$ cat src/rtl/rmm_pkg.sv
// Shared types, constants and the marker dictionary for the redirect marker matcher.
// No dependencies; every other file in rtl/ refers to it by scoped names.
`default_nettype none

package rmm_pkg;

  localparam int MARKER_COUNT = 12;
  localparam int MARKER_MAX   = 21;
  localparam int COUNT_W      = 10;
  localparam int INDEX_W      = 4;

  localparam logic [COUNT_W-1:0] COUNT_LIMIT = '1;

  typedef logic [7:0] byte_t;

  typedef enum logic [1:0] {
    VERDICT_FOUND  = 2'd0,
    VERDICT_NONE   = 2'd1,
    VERDICT_REJECT = 2'd2
  } verdict_t;

  typedef struct packed {
    logic shift;
    logic clear;
  } cell_ctrl_t;

  localparam int MARKER_LEN [MARKER_COUNT] = '{
    10, 13, 9, 13, 17, 21, 15, 13, 15, 13, 13, 13
  };

  // Marker characters, first character at index 0, zero padded.
  localparam byte_t MARKER_TEXT [MARKER_COUNT][MARKER_MAX] = '{
    '{8'h72, 8'h6b, 8'h6e, 8'h2e, 8'h67, 8'h6f, 8'h76, 8'h2e, 8'h72, 8'h75, 8'h00,
      8'h00, 8'h00, 8'h00, 8'h00, 8'h00, 8'h00, 8'h00, 8'h00, 8'h00, 8'h00},
    '{8'h77, 8'h61, 8'h72, 8'h6e, 8'h69, 8'h6e, 8'h67, 8'h2e, 8'h72, 8'h74, 8'h2e,
      8'h72, 8'h75, 8'h00, 8'h00, 8'h00, 8'h00, 8'h00, 8'h00, 8'h00, 8'h00},
    '{8'h6e, 8'h74, 8'h2e, 8'h72, 8'h74, 8'h6b, 8'h2e, 8'h72, 8'h75, 8'h00, 8'h00,
      8'h00, 8'h00, 8'h00, 8'h00, 8'h00, 8'h00, 8'h00, 8'h00, 8'h00, 8'h00},
    '{8'h62, 8'h6c, 8'h6f, 8'h63, 8'h6b, 8'h65, 8'h64, 8'h2e, 8'h72, 8'h74, 8'h2e,
      8'h72, 8'h75, 8'h00, 8'h00, 8'h00, 8'h00, 8'h00, 8'h00, 8'h00, 8'h00},
    '{8'h62, 8'h6c, 8'h6f, 8'h63, 8'h6b, 8'h65, 8'h64, 8'h2e, 8'h72, 8'h75, 8'h76,
      8'h64, 8'h73, 8'h2e, 8'h63, 8'h6f, 8'h6d, 8'h00, 8'h00, 8'h00, 8'h00},
    '{8'h62, 8'h6c, 8'h6f, 8'h63, 8'h6b, 8'h65, 8'h64, 8'h2e, 8'h74, 8'h61, 8'h74,
      8'h74, 8'h65, 8'h6c, 8'h65, 8'h63, 8'h6f, 8'h6d, 8'h2e, 8'h72, 8'h75},
    '{8'h62, 8'h6c, 8'h6f, 8'h63, 8'h6b, 8'h65, 8'h64, 8'h2e, 8'h79, 8'h6f, 8'h74,
      8'h61, 8'h2e, 8'h72, 8'h75, 8'h00, 8'h00, 8'h00, 8'h00, 8'h00, 8'h00},
    '{8'h7a, 8'h61, 8'h70, 8'h72, 8'h65, 8'h74, 8'h2e, 8'h67, 8'h6f, 8'h76, 8'h2e,
      8'h72, 8'h75, 8'h00, 8'h00, 8'h00, 8'h00, 8'h00, 8'h00, 8'h00, 8'h00},
    '{8'h65, 8'h61, 8'h69, 8'h73, 8'h2e, 8'h72, 8'h6b, 8'h6e, 8'h2e, 8'h67, 8'h6f,
      8'h76, 8'h2e, 8'h72, 8'h75, 8'h00, 8'h00, 8'h00, 8'h00, 8'h00, 8'h00},
    '{8'h31, 8'h38, 8'h35, 8'h2e, 8'h37, 8'h36, 8'h2e, 8'h31, 8'h38, 8'h30, 8'h2e,
      8'h37, 8'h35, 8'h00, 8'h00, 8'h00, 8'h00, 8'h00, 8'h00, 8'h00, 8'h00},
    '{8'h31, 8'h38, 8'h35, 8'h2e, 8'h37, 8'h36, 8'h2e, 8'h31, 8'h38, 8'h30, 8'h2e,
      8'h37, 8'h36, 8'h00, 8'h00, 8'h00, 8'h00, 8'h00, 8'h00, 8'h00, 8'h00},
    '{8'h31, 8'h38, 8'h35, 8'h2e, 8'h37, 8'h36, 8'h2e, 8'h31, 8'h38, 8'h30, 8'h2e,
      8'h37, 8'h37, 8'h00, 8'h00, 8'h00, 8'h00, 8'h00, 8'h00, 8'h00, 8'h00}
  };

endpackage

`default_nettype wire

$ cat src/rtl/rmm_cell.sv
// One window cell: holds a byte and hands it to its older neighbor on each shift.
// Depends on rmm_pkg.
`default_nettype none

module rmm_cell (
  input  wire logic                 clk,
  input  wire logic                 rst,
  input  wire rmm_pkg::cell_ctrl_t  ctrl,
  input  wire rmm_pkg::byte_t       din,
  output rmm_pkg::byte_t            q,
  output rmm_pkg::byte_t            q_next
);

  // Value after this cycle's shift, before any end-of-string clear.
  assign q_next = ctrl.shift ? din : q;

  always_ff @(posedge clk) begin
    if (rst || ctrl.clear) begin
      q <= '0;
    end else begin
      q <= q_next;
    end
  end

endmodule

`default_nettype wire

$ cat src/rtl/rmm_match.sv
// Parallel comparators of the window tail against every dictionary marker.
// Depends on rmm_pkg.
`default_nettype none

module rmm_match (
  input  wire rmm_pkg::byte_t                  win [rmm_pkg::MARKER_MAX],
  output logic [rmm_pkg::MARKER_COUNT-1:0]     hits
);

  // win[0] is the newest byte, so a marker ends at win[0].
  for (genvar i = 0; i < rmm_pkg::MARKER_COUNT; i++) begin : g_marker
    localparam int Len = rmm_pkg::MARKER_LEN[i];
    logic [rmm_pkg::MARKER_MAX-1:0] eq;
    for (genvar j = 0; j < rmm_pkg::MARKER_MAX; j++) begin : g_pos
      if (j < Len) begin : g_cmp
        assign eq[j] = (win[Len-1-j] == rmm_pkg::MARKER_TEXT[i][j]);
      end else begin : g_pad
        assign eq[j] = 1'b1;
      end
    end
    assign hits[i] = &eq;
  end

endmodule

`default_nettype wire

$ cat src/rtl/redirect_marker_matcher_core.sv
// The result word is registered and appears on m_tdata in the cycle after the accepted end word.
// Throughput: one word per cycle while s_tready is high; compare logic sits on the shifted window.
// Ready stalls only while a result word waits and m_tready is low.
// Reset (rst, synchronous) clears the window, seen flags, counters, output valid.
// Depends on rmm_pkg, rmm_cell and rmm_match.
`default_nettype none

module redirect_marker_matcher_core #(
  parameter int MAX_LENGTH   = 512,
  parameter int WINDOW_BYTES = 21
) (
  input  wire logic       clk,
  input  wire logic       rst,
  input  wire logic       s_tvalid,
  output logic            s_tready,
  input  wire logic [7:0] s_tdata,   // [7:0] text_byte
  input  wire logic       s_tuser,   // [0] has_byte
  input  wire logic       s_tlast,   // end_of_text
  output logic            m_tvalid,
  input  wire logic       m_tready,
  output logic [7:0]      m_tdata    // [1:0] verdict, [5:2] marker_index, [7:6] zero
);

  logic in_fire;
  logic take;
  logic done;
  rmm_pkg::cell_ctrl_t ctrl;
  rmm_pkg::byte_t      folded;
  rmm_pkg::byte_t      cell_in   [WINDOW_BYTES];
  rmm_pkg::byte_t      cell_q    [WINDOW_BYTES];
  rmm_pkg::byte_t      cell_next [WINDOW_BYTES];
  rmm_pkg::byte_t      tail      [rmm_pkg::MARKER_MAX];
  logic [rmm_pkg::MARKER_COUNT-1:0] hits;
  logic [rmm_pkg::MARKER_COUNT-1:0] seen;
  logic [rmm_pkg::MARKER_COUNT-1:0] seen_next;
  logic [rmm_pkg::COUNT_W-1:0]      count;
  logic [rmm_pkg::COUNT_W-1:0]      count_next;
  logic                             too_long;
  logic                             too_long_next;
  logic                             found;
  logic [rmm_pkg::INDEX_W-1:0]      index;
  rmm_pkg::verdict_t                verdict;
  logic [rmm_pkg::INDEX_W-1:0]      index_out;

  // Take a new word whenever the output register is free or is being drained.
  assign s_tready = !m_tvalid || m_tready;
  assign in_fire  = s_tvalid && s_tready;
  assign take     = in_fire && s_tuser;
  assign done     = in_fire && s_tlast;

  assign ctrl.shift = take;
  assign ctrl.clear = done;

  // Fold ASCII upper case to lower case; pass every other byte.
  always_comb begin
    if (s_tdata >= 8'h41 && s_tdata <= 8'h5a) begin
      folded = s_tdata + 8'h20;
    end else begin
      folded = s_tdata;
    end
  end

  // Row of cells: cell 0 takes the folded byte, each later cell its neighbor's byte.
  for (genvar k = 0; k < WINDOW_BYTES; k++) begin : g_cell
    if (k == 0) begin : g_head
      assign cell_in[k] = folded;
    end else begin : g_link
      assign cell_in[k] = cell_q[k-1];
    end
    rmm_cell u_cell (
      .clk    (clk),
      .rst    (rst),
      .ctrl   (ctrl),
      .din    (cell_in[k]),
      .q      (cell_q[k]),
      .q_next (cell_next[k])
    );
  end

  // Compare the window as it stands after this word's shift.
  for (genvar k = 0; k < rmm_pkg::MARKER_MAX; k++) begin : g_tail
    assign tail[k] = cell_next[k];
  end

  rmm_match u_match (
    .win  (tail),
    .hits (hits)
  );

  // Seen flags, length count and overlength flag as they stand after this word.
  always_comb begin
    seen_next     = seen;
    count_next    = count;
    too_long_next = too_long;
    if (take) begin
      seen_next = seen | hits;
      if (count >= rmm_pkg::COUNT_W'(MAX_LENGTH)) begin
        too_long_next = 1'b1;
      end
      if (count != rmm_pkg::COUNT_LIMIT) begin
        count_next = count + 1'b1;
      end
    end
  end

  always_ff @(posedge clk) begin
    if (rst || done) begin
      seen     <= '0;
      count    <= '0;
      too_long <= 1'b0;
    end else begin
      seen     <= seen_next;
      count    <= count_next;
      too_long <= too_long_next;
    end
  end

  // Lowest-numbered seen marker wins.
  always_comb begin
    found = 1'b0;
    index = '0;
    for (int i = rmm_pkg::MARKER_COUNT - 1; i >= 0; i--) begin
      if (seen_next[i]) begin
        found = 1'b1;
        index = rmm_pkg::INDEX_W'(i);
      end
    end
  end

  // Reject empty or overlong text before looking at any marker.
  always_comb begin
    if (count_next == '0 || too_long_next) begin
      verdict   = rmm_pkg::VERDICT_REJECT;
      index_out = '0;
    end else if (found) begin
      verdict   = rmm_pkg::VERDICT_FOUND;
      index_out = index;
    end else begin
      verdict   = rmm_pkg::VERDICT_NONE;
      index_out = '0;
    end
  end

  // Output register: load on the end word, drop valid once the word is taken.
  always_ff @(posedge clk) begin
    if (rst) begin
      m_tvalid <= 1'b0;
    end else if (done) begin
      m_tvalid <= 1'b1;
    end else if (m_tready) begin
      m_tvalid <= 1'b0;
    end
  end

  always_ff @(posedge clk) begin
    if (done) begin
      m_tdata <= {2'b00, index_out, verdict};
    end
  end

endmodule

`default_nettype wire

$ cat config.mk
export PLATFORM = sky130hd
export DESIGN_NAME = redirect_marker_matcher_core
export DESIGN_NICKNAME = d
export VERILOG_FILES = /design/src/rtl/rmm_pkg.sv /design/src/rtl/rmm_cell.sv /design/src/rtl/rmm_match.sv /design/src/rtl/redirect_marker_matcher_core.sv
export SDC_FILE = /design/constraint.sdc
export NUM_CORES = 1
export LEC_CHECK = 0
export ABC_AREA = 1
export BUFFER_PORTS_ARGS = -buffer_cell sky130_fd_sc_hd__clkbuf_2
export CORE_MARGIN = 4
export CORE_UTILIZATION = 35
export CTS_CLUSTER_DIAMETER = 80
export CTS_CLUSTER_SIZE = 40
export DETAILED_ROUTE_END_ITERATION = 12
export HOLD_SLACK_MARGIN = 0.15
export PLACE_DENSITY = 0.61
export SYNTH_ARGS = -nofsm -noshare
export SYNTH_HDL_FRONTEND = slang
export SYNTH_SLANG_ARGS = --single-unit
$ cat constraint.sdc
create_clock -name clk -period 4.9 [get_ports clk]
set_clock_uncertainty 0.1 [all_clocks]
set_input_delay 0 -clock clk [delete_from_list [all_inputs] [get_ports clk]]
set_output_delay 0 -clock clk [all_outputs]
set_load 0.02 [all_outputs]
==> results by group <==
Outcome
  – Status: finished, final reports clean

Placed design
  – DP Area: around 0.011 mm2
  – Placed wire-length estimate: 23300 um
  – IO Port Bufs: 21
  – Placer congestion estimate: 0.991
  – Post-Place Setup Slack: roughly 1.2 ns
  – Placed Cells incl. Taps: about 1900

Floorplan
  – Core footprint: around 0.029 mm2
  – Die area: around 0.032 mm2
  – DIE HEIGHT: between 150 and 200 um
  – Initial Utilization: between 30% and 40%
  – DIE WIDTH: 179 um
  – # IOs: 24
  – Site Rows: a little over 60

Finish
  – Antenna fix cells: 0
  – Layout fillers: between 3000 and 4000
  – Final instance area: about 0.011 mm2
  – Most common cell after layout, fill and taps aside: nand2_1
  – Fin nets: 1601
  – Finished Layout Cells: 1981
  – Most frequent cells in the layout: nand2_1, nor2_1, inv_1
  – Area Growth Syn to Fin: 10.7%
  – Share of cells above drive strength 1: approximately 5.4%

Detailed routing
  – Drt first pass iters: 6
  – Vias per cell: 4.99
  – Routed length per instance: roughly 16 um
  – Routed Wire Length: between 30000 and 40000 um
  – Routed Antenna Nets: 0
  – DRC violations left: 0
  – Drt initial violations: about 900
  – Via count: approximately 9900

Power and ir drop
  – Peak supply drop: 0.241 mV
  – Static Leakage: between 4 and 5 nW
  – PwrDens: 312 mW/mm2
  – Total Power: roughly 0.0035 W

Logic synthesis
  – Async SR Flop Fraction: 0%
  – Synth cell types: 46
  – Synth Area per Inst: about 6.4 um2
  – Cell Area, Synth: slightly above 0.01 mm2
  – Seq cells post-synth: 198
  – Post-synth EDFFs: 6
  – Post-Syn Instances: ~1600
  – Register area share after synthesis: about 40%
  – Most used DFF post-synth: dfxtp_1
  – Synthesis warning total: 0

Min path
  – Worst Hold Launch: rst
  – WHS Path Cells: 5
  – Hold EP: m_tvalid
  – Hold crit path type: in -> reg

Worst setup path
  – CP arrival: 3.96 ns
  – CP required: ~5 ns
  – Crit-path max FO: 21
  – R2R cell count: 24
  – CP endpoint kind: flip-flop
  – Worst r2r dst: m_tdata[2]
  – Flop-to-flop setup slack: just over 1 ns
  – Reg2Reg Launch Point: m_tvalid
  – Setup CP Type: reg -> reg
  – Crit start category: flip-flop

GRT
  – Initial antenna violation count: 0
  – Pin count of the biggest net entering global routing: 110
  – Global-route wire length before repair: 51400 um
  – Vias in the first global route: 9505
  – Total GRT Usage: 20.6%
  – Remaining Overflow, GRT: 0

Timing
  – Max-slew headroom: between 50% and 60%
  – Min Tclk post-route: slightly below 4 ns
  – Final hold vios: 0
  – Setup WS post-layout: between 1 and 1.5 ns
  – Tcrit/Tclk final: between 70% and 80%
  – Final setup TNS: 0 ns
  – RSZ-0062 raised after global routing: no
  – Final setup vio count: 0
  – Fmax: about 260 MHz
  – Worst slew pin tran: ~0.74 ns
  – Max Slew Vio Count: 0

Clocking
  – Number of CTS-inserted buffers: 17
  – Post-CTS sizing: 0
  – Clk_lat worst skew: about 0.46 ns
  – Clk sinks: between 150 and 200
  – CTS tree: built
  – Clk pin slew, worst setup/hold paths: 0.08 ns
  – Root buf cell: clkbuf_16
  – H-tree levels: 4
  – Worst-case clock buffer depth: 2

Flow run
  – Max_cap viols: 0
-- worst max-delay path, stage by stage (launching register included) --
cell and delay (ns):
dfxtp_1 0.36, nand2_2 0.28, nand3_4 0.26, dlygate4sd3_1 0.72
nand2_1 0.08, nand2_1 0.15, nand2_1 0.18, nor2_1 0.19
nand2_1 0.10, nor2_1 0.12, nand2_1 0.14, nor2_1 0.11
nand3_1 0.10, nand2_1 0.10, inv_1 0.08, nand2_1 0.06
nand2_1 0.05, nand2_1 0.05, nand2_1 0.04, nand2_1 0.06
nand2_1 0.05, nand2_1 0.07, nand2_1 0.04, nand2_1 0.05
a21oi_1 0.05
-- synthesized netlist by cell type (23+ instances only) --
cell      number  area share (%)
nand2_1      389              14
nor2_1       329              12
dfxtp_1      192              38
a21oi_1       28             1.4
nor3_1        26             1.3
buf_2         23             1.1
inv_1        210             7.7
nand4_1      110             6.8
clkbuf_1      31             1.1
nand3_1       52             2.6
o21ai_0       45             2.2
nor4_1        23             1.4
o21ai_1       38             1.9
-- cell type report --
type | count | area [um2] | share of cell area [%]
Multi-Input combinational cell | 1098 | 4960 | 44.0
Tap cell | 384 | 480 | 4.26
Timing Repair Buffer | 53 | 430 | 3.82
Sequential cell | 198 | 4020 | 35.7
Inverter | 216 | 811 | 7.19
Clock buffer | 18 | 429 | 3.81
Clock inverter | 14 | 140 | 1.24
-- metal layers --
metal  track usage, %  share of wire, %  vias up
li1                 -                 -     5032
met1             28.3                47     4553
met2             33.3                46      259
met3             3.26               4.5       43
met4             6.49               2.4        0
met5                0                 0        -
-- through the flow --
| stage | util (%) | hold WS [ns] |
|---|---|---|
| after floorplan | - | 0.0527 |
| after global placement | 36.6 | 0.221 |
| after detailed placement | 36.6 | 0.225 |
| after CTS | 39.3 | 0.371 |
| after global routing | 39.3 | 0.404 |
| final | 39.3 | 0.352 |
-- sequential cells by signal (all words and copies together), names as in the netlist --
register,count
seen,12
m_tdata,6
m_tvalid,1
g_cell.u_cell.q,168
count,10
too_long,1
-- cells by family after synthesis --
group	Yosys count	synth area share, %
adders and majority gates	3	0.369
xor gates and xnor gates	6	0.516
DFF	198	39.5
and+or+nand+nor	959	40.7
buffers and inverters	291	11.9
AOI/OAI and AO/OA	120	6.16
muxes	8	0.787
other	1	0.0368
-- report_power, final --
group / switching, W / internal, W / total [W]
logic: 0.000308 / 0.000113 / 0.000421
clock network: 0.000694 / 0.000717 / 0.00141
registers: 0.0000194 / 0.00166 / 0.00168
total: 0.00102 / 0.00249 / 0.00352
-- timing repair --
item | CTS | global route
hold buffers | 19 | 0
endpoints found under the setup margin | 0 | 0
hold endpoints to repair | 44 | 0
buffers inserted | 0 | 0
-- how the worst max path moves through the flow --
stage                   from          to  slack, ns
global route        m_tvalid  m_tdata[2]       0.64
CTS                 m_tvalid  m_tdata[2]       1.11
detailed placement  m_tvalid  m_tdata[2]       1.24
finish              m_tvalid  m_tdata[2]       1.04
floorplan           m_tvalid  m_tdata[3]       2.27
global placement    m_tvalid  m_tdata[2]       1.18
No activity file was read; power rests on OpenSTA's default activity.
